## src/rtl/selective_repeat_receiver_unit_assert.svh

```systemverilog
// ---------------------------------------------------------------------------
// Selective repeat receiver assertion macros
// Shorthand for clocked properties disabled while the active-low reset is low.
// ---------------------------------------------------------------------------
`ifndef SELECTIVE_REPEAT_RECEIVER_UNIT_ASSERT_SVH
`define SELECTIVE_REPEAT_RECEIVER_UNIT_ASSERT_SVH

// Same-cycle implication.
`define SRU_ASSERT_NOW(label, clk, rst_n, ante, cons) \
  label: assert property (@(posedge clk) disable iff (!rst_n) (ante) |-> (cons)) \
    else $error("sru: same-cycle check failed");

// Next-cycle implication.
`define SRU_ASSERT_NEXT(label, clk, rst_n, ante, cons) \
  label: assert property (@(posedge clk) disable iff (!rst_n) (ante) |=> (cons)) \
    else $error("sru: next-cycle check failed");

`endif

```

## src/rtl/sru_pkg.sv

```systemverilog
// ---------------------------------------------------------------------------
// Selective repeat receiver package
// Field widths, result kinds and verdict codes shared by the channels and
// the receiver.
// ---------------------------------------------------------------------------
`default_nettype none

package sru_pkg;

  localparam int SEQ_W     = 3;
  localparam int PAYLOAD_W = 32;
  localparam int ACK_W     = 4;
  localparam int VERDICT_W = 2;

  typedef logic [SEQ_W-1:0]     seq_t;
  typedef logic [PAYLOAD_W-1:0] payload_t;
  typedef logic [VERDICT_W-1:0] verdict_t;
  typedef logic signed [ACK_W-1:0] ack_t;

  localparam logic KIND_DELIVER = 1'b0;
  localparam logic KIND_ACK     = 1'b1;

  localparam verdict_t VERDICT_IN_WINDOW = 2'd0;
  localparam verdict_t VERDICT_PREV_WIN  = 2'd1;
  localparam verdict_t VERDICT_BAD_SUM   = 2'd2;
  localparam verdict_t VERDICT_OUT_RANGE = 2'd3;

  localparam ack_t ACK_NONE = 4'sb1111;

endpackage

`default_nettype wire

```

## src/rtl/sru_if.sv

```systemverilog
// ---------------------------------------------------------------------------
// Selective repeat receiver channels
// Valid/ready channels for arriving packets and for result items.
// ---------------------------------------------------------------------------
`default_nettype none

interface sru_in_if;
  import sru_pkg::*;

  logic     valid;
  logic     ready;
  seq_t     seq_number;
  logic     checksum_good;
  payload_t payload_word;

  modport source (output valid, output seq_number, output checksum_good,
                  output payload_word, input ready);
  modport sink   (input valid, input seq_number, input checksum_good,
                  input payload_word, output ready);
endinterface

interface sru_out_if;
  import sru_pkg::*;

  logic     valid;
  logic     ready;
  logic     kind;
  seq_t     delivered_seq;
  payload_t delivered_data;
  ack_t     ack_number;
  verdict_t verdict;
  logic     last_of_run;

  modport source (output valid, output kind, output delivered_seq,
                  output delivered_data, output ack_number, output verdict,
                  output last_of_run, input ready);
  modport sink   (input valid, input kind, input delivered_seq,
                  input delivered_data, input ack_number, input verdict,
                  input last_of_run, output ready);
endinterface

`default_nettype wire

```

## src/rtl/selective_repeat_receiver_unit.sv

```systemverilog
// ---------------------------------------------------------------------------
// Selective repeat receiver
// Buffers good in-window packets, delivers the in-order run at the window
// base and follows every packet with one acknowledgement item.
// ---------------------------------------------------------------------------
//  channel   direction  carries
//  in_ch     sink       one arriving packet per item
//  out_ch    source     deliveries in order, then one ack item per packet
//
//  A packet passes through an evaluate state, then a run state when it lands
//  on the window base, and an ack state; the run reads each delivered entry
//  once from the payload store. Results leave through an output register,
//  so a stalled result only holds the sequencer, never the data.
//  Reset clears the marks, the window base and the last ack; the payload
//  store is not cleared.
// ---------------------------------------------------------------------------
`default_nettype none

module selective_repeat_receiver_unit #(
  parameter int SEQ_COUNT  = 8,
  parameter int WINDOW     = 4,
  parameter int DATA_WIDTH = 32
) (
  input  wire logic  clk,
  input  wire logic  rst_n,
  sru_in_if.sink     in_ch,
  sru_out_if.source  out_ch
);
  import sru_pkg::*;

  localparam int IW    = (SEQ_COUNT > 1) ? $clog2(SEQ_COUNT) : 1;
  localparam int CW    = ((IW > SEQ_W) ? IW : SEQ_W) + 1;
  localparam int LIMIT = (WINDOW < SEQ_COUNT) ? WINDOW : SEQ_COUNT;
  localparam int WMOD  = WINDOW % SEQ_COUNT;
  localparam int CNTW  = $clog2(LIMIT + 1);

  localparam logic [1:0] ST_IDLE = 2'd0;
  localparam logic [1:0] ST_EVAL = 2'd1;
  localparam logic [1:0] ST_RUN  = 2'd2;
  localparam logic [1:0] ST_ACK  = 2'd3;

  typedef logic [IW-1:0] idx_t;
  typedef logic [CW-1:0] wide_t;

  logic [1:0]            state_r, state_nxt;
  seq_t                  seq_r;
  logic                  good_r;
  logic [DATA_WIDTH-1:0] word_r;
  verdict_t              verdict_r;
  idx_t                  base_r;
  ack_t                  ack_r;
  logic [SEQ_COUNT-1:0]  marks_r;
  idx_t                  j_r;
  logic [CNTW-1:0]       count_r;
  logic                  rd_pend_r;
  idx_t                  pend_seq_r;
  logic [DATA_WIDTH-1:0] rd_data_r;
  logic [DATA_WIDTH-1:0] store_mem [SEQ_COUNT];

  logic                  out_valid_r;
  logic                  out_kind_r;
  seq_t                  out_dseq_r;
  payload_t              out_ddata_r;
  ack_t                  out_ack_r;
  verdict_t              out_verdict_r;
  logic                  out_last_r;

  wide_t    seq_ext, base_ext, off, prev_sum, prev;
  idx_t     seq_idx, j_inc;
  logic     in_range, in_win, in_prev;
  verdict_t verdict_nxt;
  logic     accept, mem_we, out_load_ok, advance, can_issue;
  logic     issue, load_deliver, load_ack, run_done;

  assign accept   = in_ch.valid && in_ch.ready;
  assign seq_ext  = wide_t'(seq_r);
  assign base_ext = wide_t'(base_r);
  assign seq_idx  = seq_ext[IW-1:0];
  assign in_range = seq_ext < wide_t'(SEQ_COUNT);
  assign off      = (seq_ext >= base_ext) ? (seq_ext - base_ext)
                                          : (seq_ext + wide_t'(SEQ_COUNT) - base_ext);
  assign prev_sum = off + wide_t'(WMOD);
  assign prev     = (prev_sum >= wide_t'(SEQ_COUNT)) ? (prev_sum - wide_t'(SEQ_COUNT))
                                                     : prev_sum;
  assign in_win   = off < wide_t'(LIMIT);
  assign in_prev  = prev < wide_t'(LIMIT);

  always_comb begin
    priority if (!good_r) begin
      verdict_nxt = VERDICT_BAD_SUM;
    end else if (!in_range) begin
      verdict_nxt = VERDICT_OUT_RANGE;
    end else if (in_win) begin
      verdict_nxt = VERDICT_IN_WINDOW;
    end else if (in_prev) begin
      verdict_nxt = VERDICT_PREV_WIN;
    end else begin
      verdict_nxt = VERDICT_OUT_RANGE;
    end
  end

  assign mem_we = (state_r == ST_EVAL) && (verdict_nxt == VERDICT_IN_WINDOW)
                  && !marks_r[seq_idx];

  assign j_inc        = (j_r == idx_t'(SEQ_COUNT - 1)) ? '0 : (j_r + idx_t'(1));
  assign out_load_ok  = !out_valid_r || out_ch.ready;
  assign advance      = !rd_pend_r || out_load_ok;
  assign can_issue    = (count_r < CNTW'(LIMIT)) && marks_r[j_r];
  assign issue        = (state_r == ST_RUN) && advance && can_issue;
  assign load_deliver = (state_r == ST_RUN) && rd_pend_r && out_load_ok;
  assign run_done     = (state_r == ST_RUN) && !rd_pend_r && !can_issue;
  assign load_ack     = (state_r == ST_ACK) && out_load_ok;

  always_comb begin
    state_nxt = state_r;
    unique case (state_r)
      ST_IDLE: begin
        if (accept) begin
          state_nxt = ST_EVAL;
        end
      end
      ST_EVAL: begin
        if ((verdict_nxt == VERDICT_IN_WINDOW) && (seq_idx == base_r)) begin
          state_nxt = ST_RUN;
        end else begin
          state_nxt = ST_ACK;
        end
      end
      ST_RUN: begin
        if (run_done) begin
          state_nxt = ST_ACK;
        end
      end
      ST_ACK: begin
        if (load_ack) begin
          state_nxt = ST_IDLE;
        end
      end
      default: state_nxt = ST_IDLE;
    endcase
  end

  always_ff @(posedge clk) begin
    if (!rst_n) begin
      state_r     <= ST_IDLE;
      base_r      <= '0;
      ack_r       <= ACK_NONE;
      marks_r     <= '0;
      rd_pend_r   <= 1'b0;
      out_valid_r <= 1'b0;
    end else begin
      state_r <= state_nxt;
      if (state_r == ST_EVAL) begin
        if (mem_we) begin
          marks_r[seq_idx] <= 1'b1;
        end
        if ((verdict_nxt == VERDICT_IN_WINDOW) || (verdict_nxt == VERDICT_PREV_WIN)) begin
          ack_r <= ack_t'({1'b0, seq_r});
        end
      end
      if (issue) begin
        marks_r[j_r] <= 1'b0;
      end
      if (state_r == ST_RUN && advance) begin
        rd_pend_r <= can_issue;
      end
      if (run_done) begin
        base_r <= j_r;
      end
      if (load_deliver || load_ack) begin
        out_valid_r <= 1'b1;
      end else if (out_ch.ready) begin
        out_valid_r <= 1'b0;
      end
    end
  end

  always_ff @(posedge clk) begin
    if (accept) begin
      seq_r  <= in_ch.seq_number;
      good_r <= in_ch.checksum_good;
      word_r <= DATA_WIDTH'(in_ch.payload_word);
    end
    if (state_r == ST_EVAL) begin
      verdict_r <= verdict_nxt;
      j_r       <= base_r;
      count_r   <= '0;
    end
    if (issue) begin
      j_r        <= j_inc;
      count_r    <= count_r + CNTW'(1);
      pend_seq_r <= j_r;
    end
    if (load_deliver) begin
      out_kind_r    <= KIND_DELIVER;
      out_dseq_r    <= seq_t'(pend_seq_r);
      out_ddata_r   <= payload_t'(rd_data_r);
      out_ack_r     <= '0;
      out_verdict_r <= VERDICT_IN_WINDOW;
      out_last_r    <= 1'b0;
    end else if (load_ack) begin
      out_kind_r    <= KIND_ACK;
      out_dseq_r    <= '0;
      out_ddata_r   <= '0;
      out_ack_r     <= ack_r;
      out_verdict_r <= verdict_r;
      out_last_r    <= 1'b1;
    end
  end

  always_ff @(posedge clk) begin
    if (mem_we) begin
      store_mem[seq_idx] <= word_r;
    end
    if (issue) begin
      rd_data_r <= store_mem[j_r];
    end
  end

  assign in_ch.ready           = (state_r == ST_IDLE);
  assign out_ch.valid          = out_valid_r;
  assign out_ch.kind           = out_kind_r;
  assign out_ch.delivered_seq  = out_dseq_r;
  assign out_ch.delivered_data = out_ddata_r;
  assign out_ch.ack_number     = out_ack_r;
  assign out_ch.verdict        = out_verdict_r;
  assign out_ch.last_of_run    = out_last_r;

`include "selective_repeat_receiver_unit_assert.svh"

  `SRU_ASSERT_NEXT(a_ack_loaded, clk, rst_n, load_ack, out_valid_r && out_last_r && (out_kind_r == KIND_ACK))
  `SRU_ASSERT_NEXT(a_base_moves_in_run, clk, rst_n, state_r != ST_RUN, $stable(base_r))
  `SRU_ASSERT_NOW(a_idle_no_read, clk, rst_n, state_r == ST_IDLE, !rd_pend_r)

endmodule

`default_nettype wire
```

## src/flat_wrapper.sv

```systemverilog
// flat-port wrapper written by rule: the top's interface ports become plain ports
module selective_repeat_receiver_unit_flat import sru_pkg::*;
#(
  parameter int SEQ_COUNT  = 8,
  parameter int WINDOW     = 4,
  parameter int DATA_WIDTH = 32
)
  (clk, rst_n, in_ch_valid, in_ch_seq_number, in_ch_checksum_good, in_ch_payload_word, in_ch_ready, out_ch_valid, out_ch_kind, out_ch_delivered_seq, out_ch_delivered_data, out_ch_ack_number, out_ch_verdict, out_ch_last_of_run, out_ch_ready);
  sru_in_if in_ch_i ();
  sru_out_if out_ch_i ();
  input  wire logic clk;
  input  wire logic rst_n;
  input wire logic [$bits(in_ch_i.valid)-1:0] in_ch_valid;
  input wire logic [$bits(in_ch_i.seq_number)-1:0] in_ch_seq_number;
  input wire logic [$bits(in_ch_i.checksum_good)-1:0] in_ch_checksum_good;
  input wire logic [$bits(in_ch_i.payload_word)-1:0] in_ch_payload_word;
  output wire logic [$bits(in_ch_i.ready)-1:0] in_ch_ready;
  output wire logic [$bits(out_ch_i.valid)-1:0] out_ch_valid;
  output wire logic [$bits(out_ch_i.kind)-1:0] out_ch_kind;
  output wire logic [$bits(out_ch_i.delivered_seq)-1:0] out_ch_delivered_seq;
  output wire logic [$bits(out_ch_i.delivered_data)-1:0] out_ch_delivered_data;
  output wire logic [$bits(out_ch_i.ack_number)-1:0] out_ch_ack_number;
  output wire logic [$bits(out_ch_i.verdict)-1:0] out_ch_verdict;
  output wire logic [$bits(out_ch_i.last_of_run)-1:0] out_ch_last_of_run;
  input wire logic [$bits(out_ch_i.ready)-1:0] out_ch_ready;
  assign in_ch_i.valid = in_ch_valid;
  assign in_ch_i.seq_number = in_ch_seq_number;
  assign in_ch_i.checksum_good = in_ch_checksum_good;
  assign in_ch_i.payload_word = in_ch_payload_word;
  assign in_ch_ready = in_ch_i.ready;
  assign out_ch_valid = out_ch_i.valid;
  assign out_ch_kind = out_ch_i.kind;
  assign out_ch_delivered_seq = out_ch_i.delivered_seq;
  assign out_ch_delivered_data = out_ch_i.delivered_data;
  assign out_ch_ack_number = out_ch_i.ack_number;
  assign out_ch_verdict = out_ch_i.verdict;
  assign out_ch_last_of_run = out_ch_i.last_of_run;
  assign out_ch_i.ready = out_ch_ready;
  selective_repeat_receiver_unit #(.SEQ_COUNT(SEQ_COUNT), .WINDOW(WINDOW), .DATA_WIDTH(DATA_WIDTH)) u_core (.clk(clk), .rst_n(rst_n), .in_ch(in_ch_i), .out_ch(out_ch_i));
endmodule
```

## config.mk

```make
export PLATFORM = sky130hd
export DESIGN_NAME = selective_repeat_receiver_unit_flat
export DESIGN_NICKNAME = d
export VERILOG_FILES = /design/src/rtl/sru_pkg.sv /design/src/rtl/sru_if.sv /design/src/rtl/selective_repeat_receiver_unit.sv /design/src/flat_wrapper.sv
export VERILOG_INCLUDE_DIRS = /design/src /design/src/rtl
export SDC_FILE = /design/constraint.sdc
export NUM_CORES = 1
export LEC_CHECK = 0
export ABC_CLOCK_PERIOD_IN_PS = 5500
export BUFFER_PORTS_ARGS = -buffer_cell sky130_fd_sc_hd__clkbuf_2
export CORE_MARGIN = 2
export CORE_UTILIZATION = 30
export CTS_BUF_LIST = sky130_fd_sc_hd__clkbuf_2
export CTS_CLUSTER_DIAMETER = 150
export DETAILED_ROUTE_END_ITERATION = 8
export PLACE_DENSITY = 0.53
export SLEW_MARGIN = 10
export SYNTH_ARGS = -nofsm -noshare
export SYNTH_HDL_FRONTEND = slang
export SYNTH_SLANG_ARGS = --single-unit
```

## constraint.sdc

```tcl
create_clock -name clk -period 5.5 [get_ports clk]
set_input_delay 1.1 -clock clk [delete_from_list [all_inputs] [get_ports clk]]
set_output_delay 1.1 -clock clk [all_outputs]
set_load 0.05 [all_outputs]
```

* Yosys cells after proc, flatten, opt, wreduce, memory -nomap -nowiden *
Memories as Yosys holds them, arrays and structs flattened. A register that Yosys moved wholly into a read port is not among the register bits.
Index checks and enable logic that the tools add are counted.

operators by class
  add/sub/neg operators = 7
  order comparisons = 10
  equality and inequality tests = 9
  muxes and demuxes = 36
  bitwise operators = 3
  reductions and logical operators = 29

operator list
  kind                 number
  $mux 32              2
  $mux 8               4
  $mux 3               7
  $logic_and 1x1->1    14
  $mux 2               7
  $lt 3x4->1 const B   3
  $mux 1               9
  $and 8x8->8          1
  $lt 4x3->1 const B   2
  $mux 4               2
  $not 8->8            1
  $or 8x8->8           1
  $pmux 2 s4           1
  $add 3x1->3 const B  2
  $bmux 1 s3           2
  $demux 1 s3          2
  $ge 3x1->1 const B   2
  $reduce_bool 2->1    3
  $add 3x4->4 const B  1
  $add 4x3->4 const B  1
  $eq 2x1->1 const B   2
  $eq 2x2->1 const B   2
  $ge 4x4->1 const B   1
  $logic_not 1->1      4
  13 further kinds     18

word-level totals
  register bits after elaboration = 108
  bits in writable memories = 256
  word-level logic and storage cells = 113
  memories = 1

memory list
  memory            depth  width  rd ports  clocked after memory_dff  write ports  RTL line                              RTL
  u_core.store_mem  8      32     1         1                         1            selective_repeat_receiver_unit.sv:58  logic [DATA_WIDTH-1:0] store_mem [SEQ_COUNT];

* Depth between registers and ports, before layout *
  depth after elaboration = 19
  depth in mapped cells = 11
  mapped depth without buffers = 10

* Least setup slack after synthesis *
Ideal clock, no wire load.

  path kind = register to register
  start = register u_core.seq_r[0], in the netlist u_core.seq_idx[0]
  end = register u_core.marks_r[1]
  library setup time = 0.068 ns
  arrival = 4.165 ns
  required time = 5.432 ns
  path slack = 1.267 ns
  stages on the path, launching flop included = 12
  path buffers = 1
  clock period less this slack = 4.233 ns
  cells stage by stage = edfxtp_1 > clkbuf_1 > inv_1 > ha_1 > inv_1 > a21o_1 > fa_1 > a31oi_1 > or3_1 > o2111ai_2 > nor4_2 > o221a_1

on the way
  word-level cells in the longest chain between the ends = 19
  elaborated cells on any way between the ends = 33

ends and longest elaborated chain
  what                                              RTL line                               RTL
  from (decl)                                       selective_repeat_receiver_unit.sv:46   seq_t seq_r;
  from (signal assigned)                            selective_repeat_receiver_unit.sv:180  seq_r <= in_ch.seq_number;
  $add 3x4->4                                       selective_repeat_receiver_unit.sv:81   : (seq_ext + wide_t'(SEQ_COUNT) - base_ext);
  $sub 4x3->4                                       selective_repeat_receiver_unit.sv:81
  $mux 4                                            selective_repeat_receiver_unit.sv:80   assign off = (seq_ext >= base_ext) ? (seq_ext - base_ext)
  $add 4x3->4                                       selective_repeat_receiver_unit.sv:82   assign prev_sum = off + wide_t'(WMOD);
  $sub 4x4->4 / $ge 4x4->1 (equally long branches)  selective_repeat_receiver_unit.sv:83   assign prev = (prev_sum >= wide_t'(SEQ_COUNT)) ? (prev_sum - wide_t'(SEQ_COUNT))
  $mux 4                                            selective_repeat_receiver_unit.sv:83
  $lt 4x3->1                                        selective_repeat_receiver_unit.sv:86   assign in_prev = prev < wide_t'(LIMIT);
  $mux 2                                            selective_repeat_receiver_unit.sv:95   end else if (in_prev) begin
  [3 not listed]                                    --
  $logic_not 2->1                                   selective_repeat_receiver_unit.sv:102  assign mem_we = (state_r == ST_EVAL) && (verdict_nxt == VERDICT_IN_WINDOW)
  $logic_and 1x1->1                                 selective_repeat_receiver_unit.sv:102
  $logic_and 1x1->1                                 selective_repeat_receiver_unit.sv:103  && !marks_r[seq_idx];
  $mux 8 (*)                                        selective_repeat_receiver_unit.sv:154  if (mem_we) begin
  $mux 8 (*)                                        selective_repeat_receiver_unit.sv:153  if (state_r == ST_EVAL) begin
  $mux 8 (*)                                        selective_repeat_receiver_unit.sv:144  if (!rst_n) begin
  $and 8x8->8 (no source line)                      --
  $mux 8 (*)                                        selective_repeat_receiver_unit.sv:161  if (issue) begin
  to (signal assigned)                              selective_repeat_receiver_unit.sv:148  marks_r <= '0;
  to (signal, indexed assignment)                   selective_repeat_receiver_unit.sv:155  marks_r[seq_idx] <= 1'b1;
  to (signal, indexed assignment)                   selective_repeat_receiver_unit.sv:162  marks_r[j_r] <= 1'b0;
  to (decl)                                         selective_repeat_receiver_unit.sv:52   logic [SEQ_COUNT-1:0] marks_r;

Mark *: on every way between the ends. The rest lies on a longest branch, timed or not. The select of a mux whose other input is x is not followed.
A chain may end at the register's enable or synchronous reset.

* Worst setup path in the final report *
  start = register u_core.seq_r[1], in the netlist u_core.seq_idx[1]
  end = memory u_core.store_mem[3][30] (enable)

on the way
  word-level cells in the longest chain between the ends = 16
  elaborated cells on any way between the ends = 24

ends and longest elaborated chain
  what                                              RTL line                               RTL
  $add 3x4->4                                       selective_repeat_receiver_unit.sv:81
  $sub 4x3->4                                       selective_repeat_receiver_unit.sv:81
  $mux 4                                            selective_repeat_receiver_unit.sv:80
  $add 4x3->4                                       selective_repeat_receiver_unit.sv:82
  $sub 4x4->4 / $ge 4x4->1 (equally long branches)  selective_repeat_receiver_unit.sv:83
  $mux 4                                            selective_repeat_receiver_unit.sv:83
  $lt 4x3->1                                        selective_repeat_receiver_unit.sv:86
  $mux 2                                            selective_repeat_receiver_unit.sv:95
  $mux 2                                            selective_repeat_receiver_unit.sv:93   end else if (in_win) begin
  $mux 2                                            selective_repeat_receiver_unit.sv:91   end else if (!in_range) begin
  $mux 2                                            selective_repeat_receiver_unit.sv:89   priority if (!good_r) begin
  $logic_not 2->1                                   selective_repeat_receiver_unit.sv:102
  $logic_and 1x1->1                                 selective_repeat_receiver_unit.sv:102
  $logic_and 1x1->1                                 selective_repeat_receiver_unit.sv:103
  $mux 1                                            selective_repeat_receiver_unit.sv:212  if (mem_we) begin
  $mux 1 (not written as such)                      selective_repeat_receiver_unit.sv:213  store_mem[seq_idx] <= word_r;
  to (decl)                                         selective_repeat_receiver_unit.sv:58

Several ways; a longest one is shown, not always the timed one. The select of a mux whose other input is x is not followed.

==> summary.md <==
| Metric | Value |
|---|---|
| Outcome | finished, final reports clean |
| Postcts setup bufs | 0 |
| VDD IR-drop max | approximately 0.16 mV |
| Overall power | 7.35 mW |
| CP Launch Type | register |
| Width of the die | about 230 µm |
| Number of global-route vias before repair | 7,857 |
| Critical Path Fanout Max | 21 |
| Detailed-route wire length | approximately 30 mm |
| Clock Path Buffers | 3 |
| Register area | ~12,000 µm² |
| Largest net degree at the start of global routing | 52 |
| First drt pass iteration count | 4 |
| Sequential area share after synthesis | 0.780 |
| Average size of a mapped cell | about 21 µm² |
| Post-CTS sizing | 0 |
| Worst R2R Start | u_core.seq_idx[1] |
| TritonCTS clock tree | yes |
| Setup TNS | 0 ns |
| Yosys Warn Count | 0 |
| Fraction of layout cells with a size suffix above 1 | 0.388 |
| Hold-fix buffers, CTS | 0 |
| Clk slew on worst S/H paths | 0.11 ns |
| Max cap viols | 0 |
| Cell breakdown of the critical path | ha_1 > a21o_1 > fa_1 > a31oi_1 > or3_1 > o2111ai_2 > nor2_4 > buf_4 |
| Multi-input gate area | 3140 µm² |
| Num CTS Buffers | 101 |
| DIE AREA | just over 50,000 µm² |
| WL/cell | ~19 µm |
| Achievable clock frequency | 252 MHz |
| RSZ-0062 raised after global routing | false |
| Max stage delay on crit path | between 0.7 and 0.8 ns |
| Tmin final | 3.97 ns |
| Final setup violation count | 0 |
| Antenna-violating nets left | 0 |
| Core area | 49,000 µm² |
| Initial antenna violation count | 2 |
| Die height | between 200 and 250 µm |
| Critical path launch point | u_core.seq_idx[1] |
| Hold path startpoint | in_ch_payload_word[3] |
| Max Slew Vio Count | 0 |
| Non-filler instance count after layout | approximately 1,600 |
| Required time of the critical path | 6.13 ns |
| # nets final | around 940 |
| Power Density | approximately 430 nW/µm² |
| Row count | 81 |
| Combinational share of power | 0.207 |
| Top Ports | 85 |
| Worst Hold Class | in2reg |
| Initial DRC Count | roughly 450 |
| Post-synth EDFFs | 370 |
| Clk network pwr share | 0.260 |
| Gr usage total | 0.123 |
| Synth-to-layout area growth | 14.6% |
| Commonest non-fill, non-tap cell in the layout | edfxtp_1 |
| Syn nets | 767 |
| Clock latency on the worst-skew pair | 1.01 ns |
| DP Wirelength | approximately 18 mm |
| Sw power | approximately 2.3 mW |
| CTS root buf | clkbuf_2 |
| Routed vias | between 7,000 and 8,000 |
| Flop-to-flop setup slack | 1.53 ns |
| GR Overflow Total | 0 |
| Relative slew slack | 0.349 |
| Initial Utilization | 0.304 |
| Commonest cells after routing, fill and taps aside | edfxtp_1 (370), clkbuf_2 (229), mux4_2 (64), and2_1 (37), mux2_2 (35) |
| Crit end category | register |
| Hold slack final | around 0.27 ns |
| Internal power | approximately 5 mW |
| Worst Tran Pin Value | 0.975 ns |
| Placed insts | 1,445 |
| Worst clock skew | between 0.07 and 0.08 ns |
| Setup CP Type | reg2reg |
| First-pass GRT wire length | 46.7 mm |
| Cell variety after synth | between 50 and 60 |
| H-tree depth | 3 |
| Asr flop ratio synth | 0 |
| RD Place Congestion | approximately 0.81 |
| Sw Share | 0.311 |
| Synthesized area | about 15,000 µm² |
| Port Buffers | 84 |
| Clock sink count | roughly 400 |
| Synth Flop Type | edfxtp_1 |
| Number of remaining DRC errors | 0 |
| Final Hold Vio Count | 0 |
| #FFs+latches synth | 396 |
| P_leak | a little under 6 nW |
| Post-DR vias/cell | ~4.5 |
| Sequential Power Share | 0.534 |
| Tcrit/Tclk final | 0.721 |
| Synthesized instance count | about 700 |
| CP arrival | approximately 4.6 ns |
| Slowest stage cell on the critical path | nor2_4 |
| # fillers | roughly 4,600 |
==> stage by stage <==
stage               utilization  instance area, µm²  setup WS, ns
global route              0.349               17100          1.33
finish                    0.349               17100          1.53
detailed placement        0.330               16200          1.47
global placement          0.330               16200          1.55
CTS                       0.348               17100          1.44
floorplan                     -               14900          1.27
==> cell families after synthesis <==
logic type | Yosys count | synth area share
buf+inv | 46 | 0.0129
compound gates | 50 | 0.0268
fa+ha+maj | 11 | 0.00974
simple gates | 108 | 0.0429
mux | 105 | 0.127
flops | 396 | 0.780
==> power groups by stage <==
stage | Combinational [mW] | Sequential [mW] | Clock (mW)
5_1_grt | 1.66 | 3.96 | 2.17
3_5_place_dp | 1.56 | 4.00 | 0
3_3_place_gp | 1.56 | 3.99 | 0
2_1_floorplan | 1.04 | 4.02 | 0
4_1_cts | 1.56 | 3.93 | 2.02
6_report | 1.52 | 3.92 | 1.91
==> critical path, delay by kind of cell, from the launching register on <==
kind	cells	cell delay (ns)
buffers and inverters	1	0.36
AND/OR/NAND/NOR	2	0.97
flip-flops	1	0.74
adder cells (fa/ha/maj)	2	0.72
AO/OA/AOI/OAI	3	0.83
==> synth_stat cells, types with 7 or more instances <==
cell type | count | area (µm²)
a21oi_1 | 10 | 50.1
o21ai_0 | 7 | 35.0
edfxtp_1 | 370 | 11100
inv_1 | 13 | 48.8
and2_1 | 38 | 238
ha_1 | 10 | 125
nor2_1 | 10 | 37.5
dfxtp_1 | 26 | 521
buf_2 | 7 | 35.0
nand2_1 | 19 | 71.3
clkbuf_1 | 22 | 82.6
mux4_2 | 64 | 1440
nand2b_1 | 7 | 43.8
mux2_2 | 35 | 394
nand3_1 | 12 | 60.1
==> worst paths after layout <==
kind	to	cells past startpoint
worst max-delay path	u_core.store_mem[3][30]	8
worst min-delay path	u_core.word_r[3]	1
worst max register to register	u_core.store_mem[3][30]	8
worst min register to register	u_core.out_ch.ack_number[2]	2
==> state kept, by name (all words and copies together), names as in the netlist, 2 cells and up <==
name / count
u_core.ack_r: 4
u_core.base_r: 3
u_core.count_r: 3
u_core.j_r: 3
u_core.marks_r: 8
u_core.out_ch.ack_number: 4
u_core.out_ch.delivered_data: 32
u_core.out_ch.delivered_seq: 3
u_core.out_ch.verdict: 2
u_core.pend_seq_r: 3
u_core.rd_data_r: 32
u_core.seq_idx: 3
u_core.state_r: 2
u_core.store_mem: 256
u_core.verdict_r: 2
u_core.word_r: 32
==> layer usage <==
layer / share of wire / GRT usage / vias to the layer above
li1: - / - / 3312
met1: 0.44 / 0.157 / 3739
met2: 0.49 / 0.196 / 179
met3: 0.057 / 0.0367 / 48
met4: 0.018 / 0.0469 / 0
met5: 0 / 0 / -
==> layout make-up <==
| type | instances | share of cell area |
|---|---|---|
| well taps | 664 | 0.0486 |
| flip-flops and latches | 396 | 0.681 |
| repair buffers | 99 | 0.0324 |
| clock inverters | 28 | 0.00864 |
| inverters | 13 | 0.00286 |
| diodes | 2 | 0.000293 |
| clock buffers | 145 | 0.0425 |
| multi-input cells | 274 | 0.184 |
Power figures use the tool's default switching activity.
